===== src/rtl/core/xdm_pkg.sv =====
// xdm_pkg: shared types, constants and arithmetic helpers of the x-drive thruster mixer
// no dependencies
`timescale 1ns / 1ps
package xdm_pkg;

  localparam logic [15:0] UNIT = 16'd32768;

  // register indexes on the configuration port (byte address / 4)
  localparam logic [2:0] REG_DEADBAND   = 3'd0;
  localparam logic [2:0] REG_EXPO_BLEND = 3'd1;
  localparam logic [2:0] REG_TRANS_GAIN = 3'd2;
  localparam logic [2:0] REG_YAW_GAIN   = 3'd3;
  localparam logic [2:0] REG_PULSE_MIN  = 3'd4;
  localparam logic [2:0] REG_PULSE_NEUT = 3'd5;
  localparam logic [2:0] REG_PULSE_MAX  = 3'd6;
  localparam logic [2:0] REG_INV_MASK   = 3'd7;

  // stage counts of the pipeline parts
  localparam int SHAPE_LAT = 4;
  localparam int DIV_STAGES = 8;
  localparam int NORM_LAT = DIV_STAGES + 2;
  localparam int PULSE_LAT = 3;
  localparam int TOTAL_LAT = SHAPE_LAT + 1 + NORM_LAT + PULSE_LAT;

  typedef logic signed [16:0] mix_t;
  typedef logic signed [17:0] wide_mix_t;

  typedef struct packed {
    logic [11:0] pmin;
    logic [11:0] neutral;
    logic [11:0] pmax;
    logic [3:0]  inv;
  } pulse_cfg_t;

  function automatic logic [15:0] sat_unit(input logic [15:0] v);
    sat_unit = (v > UNIT) ? UNIT : v;
  endfunction

  // one restoring division step: returns {quotient bit, new remainder}
  function automatic logic [17:0] div_step(input logic [16:0] r, input logic [16:0] p,
                                           input logic dbl);
    logic [17:0] t;
    logic [17:0] d;
    t = dbl ? {r, 1'b0} : {1'b0, r};
    d = t - {1'b0, p};
    if (t >= {1'b0, p}) begin
      div_step = {1'b1, d[16:0]};
    end else begin
      div_step = {1'b0, t[16:0]};
    end
  endfunction

endpackage


===== src/rtl/core/xdm_pulse.sv =====
// xdm_pulse: three-stage conversion of four mixes to esc pulse widths
// depends on xdm_pkg
`timescale 1ns / 1ps
module xdm_pulse (
  input  logic                clk,
  input  logic                en,
  input  xdm_pkg::pulse_cfg_t cfg,
  input  logic                stop_in,
  input  xdm_pkg::mix_t       mix_in [4],
  output xdm_pkg::mix_t       mix_out [4],
  output logic [11:0]         us_out [4],
  output logic                stop_out
);

  logic signed [12:0] span_pos;
  logic signed [12:0] span_neg;

  logic        p1_stop;
  logic [15:0] p1_an [4];
  logic [11:0] p1_as [4];
  logic        p1_sg [4];
  xdm_pkg::mix_t p1_mix [4];

  logic        p2_stop;
  logic [11:0] p2_q [4];
  logic        p2_sg [4];
  xdm_pkg::mix_t p2_mix [4];

  assign span_pos = $signed({1'b0, cfg.pmax}) - $signed({1'b0, cfg.neutral});
  assign span_neg = $signed({1'b0, cfg.neutral}) - $signed({1'b0, cfg.pmin});

  always_ff @(posedge clk) begin
    logic signed [16:0] n;
    logic [16:0] an;
    logic signed [12:0] sp;
    logic [12:0] asp;
    logic [27:0] prod;
    logic signed [13:0] p;
    if (en) begin
      p1_stop <= stop_in;
      p2_stop <= p1_stop;
      stop_out <= p2_stop;
      for (int l = 0; l < 4; l++) begin
        n   = cfg.inv[l] ? -mix_in[l] : mix_in[l];
        an  = n[16] ? 17'(-n) : 17'(n);
        sp  = n[16] ? span_neg : span_pos;
        asp = sp[12] ? 13'(-sp) : 13'(sp);
        p1_an[l]  <= an[15:0];
        p1_as[l]  <= asp[11:0];
        p1_sg[l]  <= n[16] ^ sp[12];
        p1_mix[l] <= mix_in[l];

        prod = 28'(p1_an[l]) * 28'(p1_as[l]);
        p2_q[l]   <= prod[26:15];
        p2_sg[l]  <= p1_sg[l];
        p2_mix[l] <= p1_mix[l];

        p = p2_sg[l] ? $signed({2'b0, cfg.neutral}) - $signed({2'b0, p2_q[l]})
                     : $signed({2'b0, cfg.neutral}) + $signed({2'b0, p2_q[l]});
        if (p2_stop) begin
          us_out[l] <= cfg.neutral;
        end else if (p < 0) begin
          us_out[l] <= '0;
        end else if (p > 14'sd4095) begin
          us_out[l] <= 12'hfff;
        end else begin
          us_out[l] <= p[11:0];
        end
        mix_out[l] <= p2_mix[l];
      end
    end
  end

endmodule


===== config.mk =====
export PLATFORM = sky130hd
export DESIGN_NAME = xdm_pulse
export DESIGN_NICKNAME = d
export VERILOG_FILES = /design/src/rtl/core/xdm_pkg.sv /design/src/rtl/core/xdm_pulse.sv
export SDC_FILE = /design/constraint.sdc
export NUM_CORES = 2
export LEC_CHECK = 0
export ABC_AREA = 1
export ABC_CLOCK_PERIOD_IN_PS = 6850
export CELL_PAD_IN_SITES_DETAIL_PLACEMENT = 0
export CELL_PAD_IN_SITES_GLOBAL_PLACEMENT = 1
export CORE_ASPECT_RATIO = 1.1
export CORE_MARGIN = 2
export CORE_UTILIZATION = 35
export DETAILED_ROUTE_END_ITERATION = 10
export DONT_BUFFER_PORTS = 1
export PLACE_DENSITY_LB_ADDON = 0.08
export REMOVE_ABC_BUFFERS = 1
export SYNTH_ARGS = -nofsm -noshare
export SYNTH_HDL_FRONTEND = slang
export SYNTH_SLANG_ARGS = --single-unit

===== constraint.sdc =====
create_clock -name clk -period 6.85 [get_ports clk]
set_input_delay 0.3425 -clock clk [delete_from_list [all_inputs] [get_ports clk]]
set_output_delay 0.3425 -clock clk [all_outputs]
set_load 0.05 [all_outputs]

Yosys cells after proc, flatten, opt, wreduce, memory -nomap -nowiden
Memory sizes are Yosys's and may differ from the RTL's. A register that Yosys moved wholly into a read port is not among the register bits.
Cells that the tools add are included.
- $mul: 4
- magnitude comparators: 8
- add/sub/neg operators: 22
- bitwise gates (word level): 4
- muxes and demuxes: 34
- operators with widths (cell ; count):
    $mux 12 ; 16
    $mul 16x12->27 ; 4
    $sub 12x12->13 ; 6
    $mux 17 ; 4
    $neg 17->17 ; 4
    $mux 16 ; 4
    $neg 16->16 ; 4
    $gt 14x13->1 const B ; 4
    $lt 14x1->1 const B ; 4
    $mux 14 ; 4
    $add 12x12->13 ; 4
    $mux 13 ; 4
    $neg 12->12 ; 4
    $xor 1x1->1 ; 4
    $mux 1 ; 2
- output and inout port bits: 117
- memories: 7
- input port bits: 111
- memory bits (writable): 304
- word-level logic and storage cells: 86
- bits in registers: 51
- memory list (name ; words ; bits a word ; rd ports ; clocked after Yosys merged registers in ; wr ports ; RTL line ; RTL):
    p1_mix ; 4 ; 17 ; 4 ; 0 ; 4 ; xdm_pulse.sv:22 ; xdm_pkg::mix_t p1_mix [4];
    p2_mix ; 4 ; 17 ; 4 ; 4 ; 4 ; xdm_pulse.sv:27 ; xdm_pkg::mix_t p2_mix [4];
    p1_an ; 4 ; 16 ; 4 ; 0 ; 4 ; xdm_pulse.sv:19 ; logic [15:0] p1_an [4];
    p1_as ; 4 ; 12 ; 4 ; 0 ; 4 ; xdm_pulse.sv:20 ; logic [11:0] p1_as [4];
    p2_q ; 4 ; 12 ; 4 ; 0 ; 4 ; xdm_pulse.sv:25 ; logic [11:0] p2_q [4];
    p1_sg ; 4 ; 1 ; 4 ; 0 ; 4 ; xdm_pulse.sv:21 ; logic p1_sg [4];
    +1 memories ; n/a ; n/a ; n/a ; n/a ; n/a ; n/a ;

Longest topological paths before layout
- depth in word-level cells: 6
- gate-level depth with buffers: 25
- gate-level depth less buffers: 23

Worst setup path after synthesis
Ideal clock, no wire load.
- kind: reg2reg
- start point: mem p1_as[0][3]
- end point: mem p2_q[0][10], data pin
- period minus slack after synthesis: 4.953 ns
- buffers on the path: 2
- arrival: 4.689 ns
- data required time: 6.585 ns
- library setup time: 0.265 ns
- setup slack: 1.897 ns
- cell stages (with the launch flop): 22
- path through: edfxtp_1 > clkbuf_1 > clkbuf_1 > nand2_1 > fa_1 > inv_1 > fa_1 > inv_1 > fa_1 > inv_1 > fa_1 > inv_1 > fa_1 > inv_1 > ha_1 > nand2_1 > nor3_1 > nand4_1 > nand3_1 > nand2_1 > o211ai_1 > xor2_1
- RTL lines (element ; RTL line):
    start, declared ; xdm_pulse.sv:20
    end, declared ; xdm_pulse.sv:25

==> impl_metrics.tcl <==
set metrics [dict create \
    status "completed" \
    synthFlopType "edfxtp_1" \
    wirelength_microns 144000 \
    io_pins 228 \
    synth_area_leaders "edfxtp_1, fa_1, nand2_1, inv_1, ha_1" \
    grt_max_degree 259 \
    ys_seq_elements 419 \
    synth.avg_cell_area_sq_um 8.20 \
    die_y_microns 395 \
    synth-warning-count 0 \
    drt_iter0_drc 2058 \
    clock_latency_ns 0.66 \
    yosysSeqAreaShare_pct 25.8 \
    cpLargestDelayFamily "adder cells" \
    reg2reg_depth 19 \
    grt_first_pass_wirelength_microns 226000 \
    gp_congestion 0.860 \
    core_area_sq_um 138000 \
    wl_per_cell_microns 18.7 \
    max_slew_margin_pct 26.9 \
    die-area_sq_um 142000 \
    ctsRootBufferMaster "clkbuf_16" \
    ant_nets 0 \
    dr.pass1.iters 5 \
    reg2reg_from "p1_as[0][3]" \
    synth_cells 5947 \
    dp_hpwl_microns 114000 \
    die_width_microns 360 \
    crit_buf_inv 6 \
    crit_top_cell "inv_1" \
    area_growth_pct 7.80 \
    synth-edff-count 419 \
    async_reset_ff_share_pct 0 \
    first_global_vias 38300 \
    r2r-end "p2_q[0][8]" \
    post_cts_buffers 0 \
    crit_end "p2_q[0][8]" \
    cts_tree "yes" \
    maxSlewViolCount 0 \
    route.vias.total 36500 \
    max-cap-violations 0 \
    grt_antenna_before_repair 12 \
    path_clk_slew_ns 0.06 \
    fin_crit_ns 5.42 \
    setup_tns_ns 0 \
    crit_type "register to register" \
    drive_gt1_share_pct 3.91 \
    yosysTopAreaCell "edfxtp_1" \
    synthTopCellsByCount "nand2_1, inv_1, fa_1" \
    crit_chain "nand2_1 > fa_1 > inv_1 > fa_1 > inv_1 > fa_1 > inv_1 > fa_1 > inv_1 > fa_1 > inv_1 > ha_1 > nand2_1 > o21ai_0 > inv_1 > o221ai_1 > a21oi_1 > nand2_1 > xor2_1" \
    syn_area_sq_um 48700 \
    worst_slew_pin_slew_ns 1.09 \
    fin_nets 6907 \
    post-synth-top-count-cell "nand2_1" \
    ys_types 55 \
    via_per_inst 4.72 \
    cts-htree-levels 2 \
    cp_num_cells 19 \
    cp_slowest_cell "edfxtp_1" \
    slowest_delay_ns 0.75 \
    clockBufferDepth 3 \
    timing.reg2reg.setup_slack_ns 1.43 \
    cp-startpoint "p1_as[0][3]" \
    port_buffers 0 \
    gr-total-overflow 0 \
    end_kind "register" \
    hp-class "primary input to register" \
    startpoint_type "register" \
    path_max_fanout 16 \
    cts.sink_count 419 \
    hold_viol 0 \
    grt_usage_pct 20.5 \
    start_util_pct 35.3 \
    worstPathArrival_ns 5.89 \
    fin_skew_ns 0.0277 \
    fin_crit_sh_pct 79.2 \
    num_rows 143 \
    setup-violations-final 0 \
    fmax_mhz 184 \
    yosysTopAreaCellShare_pct 25.8 \
    cts-buffers-inserted 53 \
    required_ns 7.32 \
    drc 0 \
    rsz0062_at_grt "false" \
]
how the worst min path moves through the flow:
stage | from | endpoint | slack (ns) | cells after the start
global route | mix_in[23] | p1_an[2][6] | 0.03 | 2
finish | mix_in[23] | p1_an[2][6] | 0.06 | 2
detailed placement | p1_mix[2][10] | p2_mix[2][10] | 0.40 | 0
global placement | p1_mix[1][14] | p2_mix[1][14] | 0.40 | 0
CTS | mix_in[23] | p1_an[2][6] | 0.0003 | 2
floorplan | p2_mix[3][0] | mix_out[0] | 0.40 | 0
state kept, by name, indices dropped and copies added (netlist names), 4 cells and up:
name / flops
us_out: 48
p1_sg: 4
p2_sg: 4
p1_as: 48
p1_an: 64
mix_out: 68
p2_q: 48
p2_mix: 68
p1_mix: 64
area by class of cell:
class | count | area (sq um)
multi-input cells | 3997 | 30300
flip-flops and latches | 419 | 12600
repair buffers | 75 | 758
inverters | 1324 | 4970
well taps | 1812 | 2270
diodes | 2 | 5.00
clock inverters | 39 | 314
fillers | 14500 | 85600
clock buffers | 59 | 1370
what timing repair did:
item	in CTS	in global routing
resized for setup	0	0
hold endpoints to repair	239	0
hold buffers	71	0
placed cells by master (no fill, tap or decap), types with 15 or more instances in the layout:
master         count
nand2_2           50
nor2_1           261
nor2_2            16
ha_1             364
inv_1           1310
fa_1             562
nor3_1            46
clkbuf_16         54
nand3_1          216
nand3b_1          33
nand2_1         1731
nand4_1           45
nor2_4            15
dlygate4sd3_1     70
xor2_1           140
a21oi_1          171
nand2_4           19
xnor2_1           56
o21ai_0          132
edfxtp_1         419
cell families after synthesis:
group / synth area share, %
adder cells (fa/ha/maj): 32.4
AO/OA/AOI/OAI: 4.91
buffers and inverters: 12.1
XOR/XNOR: 3.61
flip-flops: 25.8
AND/OR/NAND/NOR: 21.2
through the flow:
stage / cells / hold slack, ns / cell area, sq um / util [%] / setup slack (ns)
2_1_floorplan: 5740 / 0.400 / 47800 / - / 2.11
3_3_place_gp: 7556 / 0.400 / 50100 / 36.3 / 1.44
3_5_place_dp: 7556 / 0.405 / 50100 / 36.3 / 1.41
4_1_cts: 7725 / 0.000337 / 52500 / 38.0 / 1.43
5_1_grt: 7726 / 0.0301 / 52500 / 38.0 / 1.08
6_report: 7727 / 0.0590 / 52500 / 38.0 / 1.43
per-layer routing:
layer / vias to the layer above / GRT usage, % / share of wire, %
li1: 17900 / - / -
met1: 17800 / 27.5 / 46
met2: 594 / 34.8 / 48
met3: 151 / 3.12 / 4.2
met4: 10 / 4.61 / 2.1
met5: - / 0 / 0.046
worst register-to-register path, stage by stage, from the launching register on:
cell and delay [ns]:
edfxtp_1 0.75, nand2_1 0.17, fa_1 0.57, inv_1 0.05, fa_1 0.49, inv_1 0.06, fa_1 0.53, inv_1 0.05
fa_1 0.47, inv_1 0.05, fa_1 0.48, inv_1 0.04, ha_1 0.35, nand2_1 0.15, o21ai_0 0.22, inv_1 0.08
o221ai_1 0.31, a21oi_1 0.08, nand2_1 0.14, xor2_1 0.21
Power is left out: the tool's default activity adds up to more than one toggle a clock period on the data nets, which glitch-free logic cannot reach.
