<file path="config.mk">
export PLATFORM = sky130hd
export DESIGN_NAME = xdm_norm
export DESIGN_NICKNAME = d
export VERILOG_FILES = /design/src/rtl/core/xdm_pkg.sv /design/src/rtl/core/xdm_norm.sv
export SDC_FILE = /design/constraint.sdc
export NUM_CORES = 2
export LEC_CHECK = 0
export BUFFER_PORTS_ARGS = -buffer_cell sky130_fd_sc_hd__buf_2
export CORE_ASPECT_RATIO = 0.6
export CORE_MARGIN = 4
export CORE_UTILIZATION = 55
export DETAILED_ROUTE_END_ITERATION = 8
export GPL_TIMING_DRIVEN = 0
export PLACE_DENSITY = 0.75
export SYNTH_ARGS = -nofsm -noshare
export SYNTH_HDL_FRONTEND = slang
export SYNTH_SLANG_ARGS = --single-unit
</file>
<file path="constraint.sdc">
create_clock -name clk -period 11.8 [get_ports clk]
set_input_delay 2.36 -clock clk [delete_from_list [all_inputs] [get_ports clk]]
set_output_delay 2.36 -clock clk [all_outputs]
set_load 0.01 [all_outputs]
</file>
<file path="src/rtl/core/xdm_pkg.sv">
// xdm_pkg: shared types, constants and arithmetic helpers of the x-drive thruster mixer
// no dependencies
`timescale 1ns / 1ps
package xdm_pkg;

  localparam logic [15:0] UNIT = 16'd32768;

  // register indexes on the configuration port (byte address / 4)
  localparam logic [2:0] REG_DEADBAND   = 3'd0;
  localparam logic [2:0] REG_EXPO_BLEND = 3'd1;
  localparam logic [2:0] REG_TRANS_GAIN = 3'd2;
  localparam logic [2:0] REG_YAW_GAIN   = 3'd3;
  localparam logic [2:0] REG_PULSE_MIN  = 3'd4;
  localparam logic [2:0] REG_PULSE_NEUT = 3'd5;
  localparam logic [2:0] REG_PULSE_MAX  = 3'd6;
  localparam logic [2:0] REG_INV_MASK   = 3'd7;

  // stage counts of the pipeline parts
  localparam int SHAPE_LAT = 4;
  localparam int DIV_STAGES = 8;
  localparam int NORM_LAT = DIV_STAGES + 2;
  localparam int PULSE_LAT = 3;
  localparam int TOTAL_LAT = SHAPE_LAT + 1 + NORM_LAT + PULSE_LAT;

  typedef logic signed [16:0] mix_t;
  typedef logic signed [17:0] wide_mix_t;

  typedef struct packed {
    logic [11:0] pmin;
    logic [11:0] neutral;
    logic [11:0] pmax;
    logic [3:0]  inv;
  } pulse_cfg_t;

  function automatic logic [15:0] sat_unit(input logic [15:0] v);
    sat_unit = (v > UNIT) ? UNIT : v;
  endfunction

  // one restoring division step: returns {quotient bit, new remainder}
  function automatic logic [17:0] div_step(input logic [16:0] r, input logic [16:0] p,
                                           input logic dbl);
    logic [17:0] t;
    logic [17:0] d;
    t = dbl ? {r, 1'b0} : {1'b0, r};
    d = t - {1'b0, p};
    if (t >= {1'b0, p}) begin
      div_step = {1'b1, d[16:0]};
    end else begin
      div_step = {1'b0, t[16:0]};
    end
  endfunction

endpackage

</file>
<file path="src/rtl/core/xdm_norm.sv">
// xdm_norm: peak search and pipelined restoring divide that scales four mixes to one when their peak exceeds one
// depends on xdm_pkg
`timescale 1ns / 1ps
module xdm_norm (
  input  logic                   clk,
  input  logic                   en,
  input  xdm_pkg::wide_mix_t     mix_in [4],
  output xdm_pkg::mix_t          mix_out [4]
);

  localparam int NS = xdm_pkg::DIV_STAGES;

  logic [16:0] amag [4];
  logic [16:0] pk01;
  logic [16:0] pk23;
  logic [16:0] pk_all;

  logic [16:0] rem [NS+1][4];
  logic [15:0] qt  [NS+1][4];
  logic        sg  [NS+1][4];
  xdm_pkg::mix_t mx [NS+1][4];
  logic [16:0] pk  [NS+1];
  logic        byp [NS+1];

  always_comb begin
    for (int l = 0; l < 4; l++) begin
      amag[l] = mix_in[l][17] ? 17'(-mix_in[l]) : 17'(mix_in[l]);
    end
  end

  assign pk01   = (amag[0] > amag[1]) ? amag[0] : amag[1];
  assign pk23   = (amag[2] > amag[3]) ? amag[2] : amag[3];
  assign pk_all = (pk01 > pk23) ? pk01 : pk23;

  // peak stage
  always_ff @(posedge clk) begin
    if (en) begin
      pk[0]  <= pk_all;
      byp[0] <= pk_all <= 17'(xdm_pkg::UNIT);
      for (int l = 0; l < 4; l++) begin
        rem[0][l] <= amag[l];
        qt[0][l]  <= '0;
        sg[0][l]  <= mix_in[l][17];
        mx[0][l]  <= mix_in[l][16:0];
      end
    end
  end

  // two quotient bits per stage, msb first; the very first step only compares
  for (genvar s = 0; s < NS; s++) begin : g_div
    logic [17:0] st_a [4];
    logic [17:0] st_b [4];
    always_comb begin
      for (int l = 0; l < 4; l++) begin
        st_a[l] = xdm_pkg::div_step(rem[s][l], pk[s], s != 0);
        st_b[l] = xdm_pkg::div_step(st_a[l][16:0], pk[s], 1'b1);
      end
    end
    always_ff @(posedge clk) begin
      if (en) begin
        pk[s+1]  <= pk[s];
        byp[s+1] <= byp[s];
        for (int l = 0; l < 4; l++) begin
          rem[s+1][l] <= st_b[l][16:0];
          qt[s+1][l]  <= {qt[s][l][13:0], st_a[l][17], st_b[l][17]};
          sg[s+1][l]  <= sg[s][l];
          mx[s+1][l]  <= mx[s][l];
        end
      end
    end
  end

  // select stage
  always_ff @(posedge clk) begin
    if (en) begin
      for (int l = 0; l < 4; l++) begin
        if (byp[NS]) begin
          mix_out[l] <= mx[NS][l];
        end else if (sg[NS][l]) begin
          mix_out[l] <= -$signed({1'b0, qt[NS][l]});
        end else begin
          mix_out[l] <= $signed({1'b0, qt[NS][l]});
        end
      end
    end
  end

endmodule

</file>
# Word-level counts from Yosys, hierarchy flattened
# Memories as Yosys holds them, arrays and structs flattened.
# Cells that the tools add are included.
# word_totals
ff_bits,68
latch_bits,0
ram_bits,1998
mem_bits_ro,0
inputBits,74
out_inout_bits,68
wordCells,231
memories,6
# mem_list
name,words,width,rd,rd_ports_with_merged_regs,write_ports,line_no,source
mx,9,68,9,0,9,xdm_norm.sv:21,xdm_pkg::mix_t mx [NS+1][4];
rem,9,68,8,0,9,xdm_norm.sv:18,logic [16:0] rem [NS+1][4];
qt,9,64,9,0,9,xdm_norm.sv:19,logic [15:0] qt [NS+1][4];
pk,9,17,8,0,9,xdm_norm.sv:22,logic [16:0] pk [NS+1];
sg,9,4,9,0,9,xdm_norm.sv:20,logic sg [NS+1][4];
byp,9,1,9,0,9,xdm_norm.sv:23,logic byp [NS+1];
# op_classes
n_addsub,72
multipliers,0
div_mod_pow,0
magnitude_cmp,68
eq_ne,0
n_shift,0
muxes,81
bitwise_logic,0
n_reduce_logical,0
# op_table
cell,n
2-to-1 mux 18 bit,64
subtractor 17 bit,64
greater-or-equal comparator 18 x 17 -> 1 bit,60
2-to-1 mux 17 bit,15
greater-or-equal comparator 17 bit,4
negation 16 -> 17 bit,4
negation 17 bit,4
greater-than comparator 17 bit,3
"<= comparator 17 x 16 -> 1 bit, second input constant",1
2-to-1 mux 1 bit,2

# Depth between registers and ports, before layout
# logic_depth
depth_word,7
depth_mapped,31
mapped_depth_nobuf,27

# Worst setup path after synthesis
# OpenSTA, ideal clock, no wires.
# synth_path
kind,input-to-reg
start,in mix_in[57] (netlist name)
end,"mem byp[0][0], data pin"
setup_ns,0.146
t_arrival_ns,9.087
required_ns,11.654
path_slack_ns,2.567
stages,25
path_buffers,2
cell_sequence,or3_4 or4_1 or3_2 or2_2 o41ai_1 xnor2_1 ha_1 and4_2 and4_1 o22ai_4 buf_12 mux2_2 ha_1 nor2b_1 o21a_1 o211ai_1 a21o_1 a21oi_1 o21bai_1 a21oi_1 clkbuf_1 mux2_2 or4_1 or4_1 a21oi_1
# synth_rtl
element,line_no,source
start: declaration,xdm_norm.sv:7,"input xdm_pkg::wide_mix_t mix_in [4],"
end: declaration,xdm_norm.sv:23,

==> impl_metrics.env <==
export IMPL_num_rows=128
export IMPL_synth_edff_count=1689
export IMPL_cts_root_to_sink_buffers=4
export IMPL_grt_pass1_vias=80646
export IMPL_wirelength_um=350000
export IMPL_critPathMaxStageDelay_ns=1.16
export IMPL_rr_endpoint="qt[5][32]"
export IMPL_syn_inst=10433
export IMPL_rr_startpoint="pk[0][68]"
export IMPL_final_instance_count_excl_fill=13620
export IMPL_synth_ff_latch_count=1689
export IMPL_crit_path_max_fanout=13
export IMPL_hold_path_startpoint="mx[4][32]"
export IMPL_cts_root_buf="sky130_fd_sc_hd__clkbuf_16"
export IMPL_cts_hold_fix_buffers=0
export IMPL_vias=87553
export IMPL_synth_async_sr_flop_share_pct=0
export IMPL_critical_path_n_buffers_inverters=7
export IMPL_accumulated_negative_setup_slack_ns=0
export IMPL_grt_max_degree=194
export IMPL_worstSkewPairLatency_ns=0.84
export IMPL_layout_drive_gt1_share_pct=9.28
export IMPL_areaGrowthSynthToFinish_pct=8.60
export IMPL_numPlacedInstances=13315
export IMPL_layout_cells_most_common_list="1689 x sky130_fd_sc_hd__edfxtp_1, 1112 x sky130_fd_sc_hd__ha_1, 808 x sky130_fd_sc_hd__nand2_1"
export IMPL_dr_pass1_iters=6
export IMPL_yosys_most_used_dff="sky130_fd_sc_hd__edfxtp_1"
export IMPL_groute_usage_overall_pct=32.1
export IMPL_setup_violations_final=0
export IMPL_syn_avg_cell_area_um2=10.8
export IMPL_yosysWarningCount=0
export IMPL_start_util_pct=55.3
export IMPL_timing_max_slew_rel_slack_pct=4.36
export IMPL_post_cts_resized=0
export IMPL_crit_slowest_cell="sky130_fd_sc_hd__a221oi_1"
export IMPL_design_final_nets=11974
export IMPL_finClkSkew_ns=0.0712
export IMPL_run_status="completed"
export IMPL_critPathCaptureType="register"
export IMPL_worst_ep_arrival_time_ns=11.65
export IMPL_min_delay_path_class="register to register"
export IMPL_hold_path_depth=0
export IMPL_unrepaired_setup_endpoints_after_global_routing="false"
export IMPL_core_area_um2=203000
export IMPL_worst_setup_path_start_kind="register"
export IMPL_layout_cells_most_common="sky130_fd_sc_hd__edfxtp_1"
export IMPL_ys_seq_area_share_pct=45.2
export IMPL_globalplace_congestion=0.975
export IMPL_cts_htree_levels=4
export IMPL_yosys_cell_types_count=99
export IMPL_timing_setup_critical_path_class="register to register"
export IMPL_global_route_overflow_total=0
export IMPL_tightestPinTransition_ns=1.43
export IMPL_cts_sink_count=1689
export IMPL_period_minus_slack_ns=11.21
export IMPL_antenna_left=0
export IMPL_crit_required_ns=12.24
export IMPL_postCtsSetupBuffers=0
export IMPL_fp_dieW_um=591
export IMPL_antenna_found_initial=50
export IMPL_cts_tree="built"
export IMPL_top_level_ports=142
export IMPL_cts_buffers=164
export IMPL_utilization_pct=60.0
export IMPL_layout_filler_cells=16397
export IMPL_io_buffer_count=141
export IMPL_r2r_setup_slack_ns=0.59
export IMPL_synth_nets=11655
export IMPL_netlist_area_um2=112000
export IMPL_design_die_area_um2=212000
export IMPL_clkTransAtPathRegs_ns=0.07
export IMPL_route_detailed_wl_per_inst_um=25.7
export IMPL_finalCritPeriodShare_pct=95.0
export IMPL_initialDrtViolationCount=11747
export IMPL_detailedPlacementHpwl_um=268000
export IMPL_worstRegToRegCells=29
export IMPL_maximum_achievable_frequency_mhz=89.2
export IMPL_worst_path_dominant_cell_family="compound AO/OA/AOI/OAI gates"
export IMPL_slew_violations=0
export IMPL_endpoint_of_the_worst_hold_timing_path="mx[5][32]"
export IMPL_first_pass_grt_wire_length_um=511000
export IMPL_cell_occurring_most_often_along_the_worst_timing_path="sky130_fd_sc_hd__clkbuf_1"
export IMPL_viasPerCell=6.43
export IMPL_max_cap_violations=0
export IMPL_report_final_hold_viol_count=0
export IMPL_floorplan_die_height_um=358
export IMPL_drt_drc_violations_left=0
==> Yosys cell counts, types with 44 or more instances <==
master,number,area (µm²)
sky130_fd_sc_hd__nor4_1,65,407
sky130_fd_sc_hd__nand2b_1,103,644
sky130_fd_sc_hd__and2_1,62,388
sky130_fd_sc_hd__o21bai_1,128,961
sky130_fd_sc_hd__xnor2_1,530,4640
sky130_fd_sc_hd__mux2_2,527,5930
sky130_fd_sc_hd__nor2b_1,125,782
sky130_fd_sc_hd__nand3_1,162,811
sky130_fd_sc_hd__a21boi_0,90,676
sky130_fd_sc_hd__edfxtp_1,1689,50700
sky130_fd_sc_hd__a31oi_1,76,475
sky130_fd_sc_hd__nor2_1,714,2680
sky130_fd_sc_hd__nand2_1,808,3030
sky130_fd_sc_hd__o21ai_0,700,3500
sky130_fd_sc_hd__clkbuf_1,165,619
sky130_fd_sc_hd__mux2i_1,53,531
sky130_fd_sc_hd__o21a_1,123,923
sky130_fd_sc_hd__o31ai_1,124,931
sky130_fd_sc_hd__inv_1,594,2230
sky130_fd_sc_hd__or3_1,44,275
sky130_fd_sc_hd__nor3_1,193,966
sky130_fd_sc_hd__a21o_1,335,2510
sky130_fd_sc_hd__nand4_1,147,920
sky130_fd_sc_hd__xor2_1,299,2620
sky130_fd_sc_hd__and3_1,69,432
sky130_fd_sc_hd__a21oi_1,732,3660
sky130_fd_sc_hd__a211oi_1,61,458
sky130_fd_sc_hd__ha_1,1112,13900
==> per-stage QoR <==
step	setup WS [ns]	hold WS [ns]	cell area [µm²]
finish	0.589	0.361	122000
floorplan	2.57	0.400	112000
CTS	0.981	0.336	122000
global placement	-17.95	0.400	116000
detailed placement	0.411	0.405	117000
global route	0.108	0.358	122000
==> layout make-up <==
class	count	area, µm²	area share, %
Clock inverter	100	942	0.773
Buffer	185	714	0.586
Tap cell	2730	3420	2.80
Clock buffer	189	4220	3.46
Multi-Input combinational cell	7956	58500	48.0
Antenna cell	15	37.5	0.0308
Timing Repair Buffer	153	1030	0.844
Sequential cell	1689	50700	41.6
Inverter	603	2260	1.86
==> logic make-up after synthesis <==
group	count (synthesis)	synth area share [%]
compound gates	2749	15.6
xor+xnor	831	6.50
fa+ha+maj	1151	13.1
buf+inv	788	2.65
flops	1689	45.2
mux	584	5.81
simple gates	2641	11.2
==> flip-flops by register name, summed over array words and instances, names as in the netlist <==
signal	count
sg	36
qt	288
mx	612
pk	136
rem	540
byp	9
mix_out	68
==> per-layer routing <==
layer / GRT usage [%] / vias to the layer above / part of all wire (%)
li1: - / 39836 / -
met1: 50.7 / 42352 / 46
met2: 42.5 / 4862 / 38
met3: 10.1 / 497 / 14
met4: 6.21 / 6 / 1.9
met5: 0 / - / 0.012
==> worst reg2reg max path: cells and delay by family, from the launching register on <==
| family | cells | cell delay (ns) |
|---|---|---|
| AO/OA/AOI/OAI | 17 | 4.82 |
| adder cells (fa/ha/maj) | 2 | 0.88 |
| buffers and inverters | 7 | 4.13 |
| flip-flops | 1 | 0.63 |
| AND/OR/NAND/NOR | 3 | 0.39 |
==> worst max-delay path by stage <==
stage                from        end  depth (start not counted)
6_report        pk[0][68]  qt[5][32]                         29
5_1_grt         pk[0][68]  qt[5][32]                         29
4_1_cts         pk[0][68]  qt[5][32]                         29
3_5_place_dp   mix_in[26]  byp[0][0]                         27
3_3_place_gp           en  mx[5][55]                          1
2_1_floorplan  mix_in[57]  byp[0][0]                         25
Power is not shown: default switching activity piles up to over one toggle a cycle in this logic, so the estimate is an artifact.
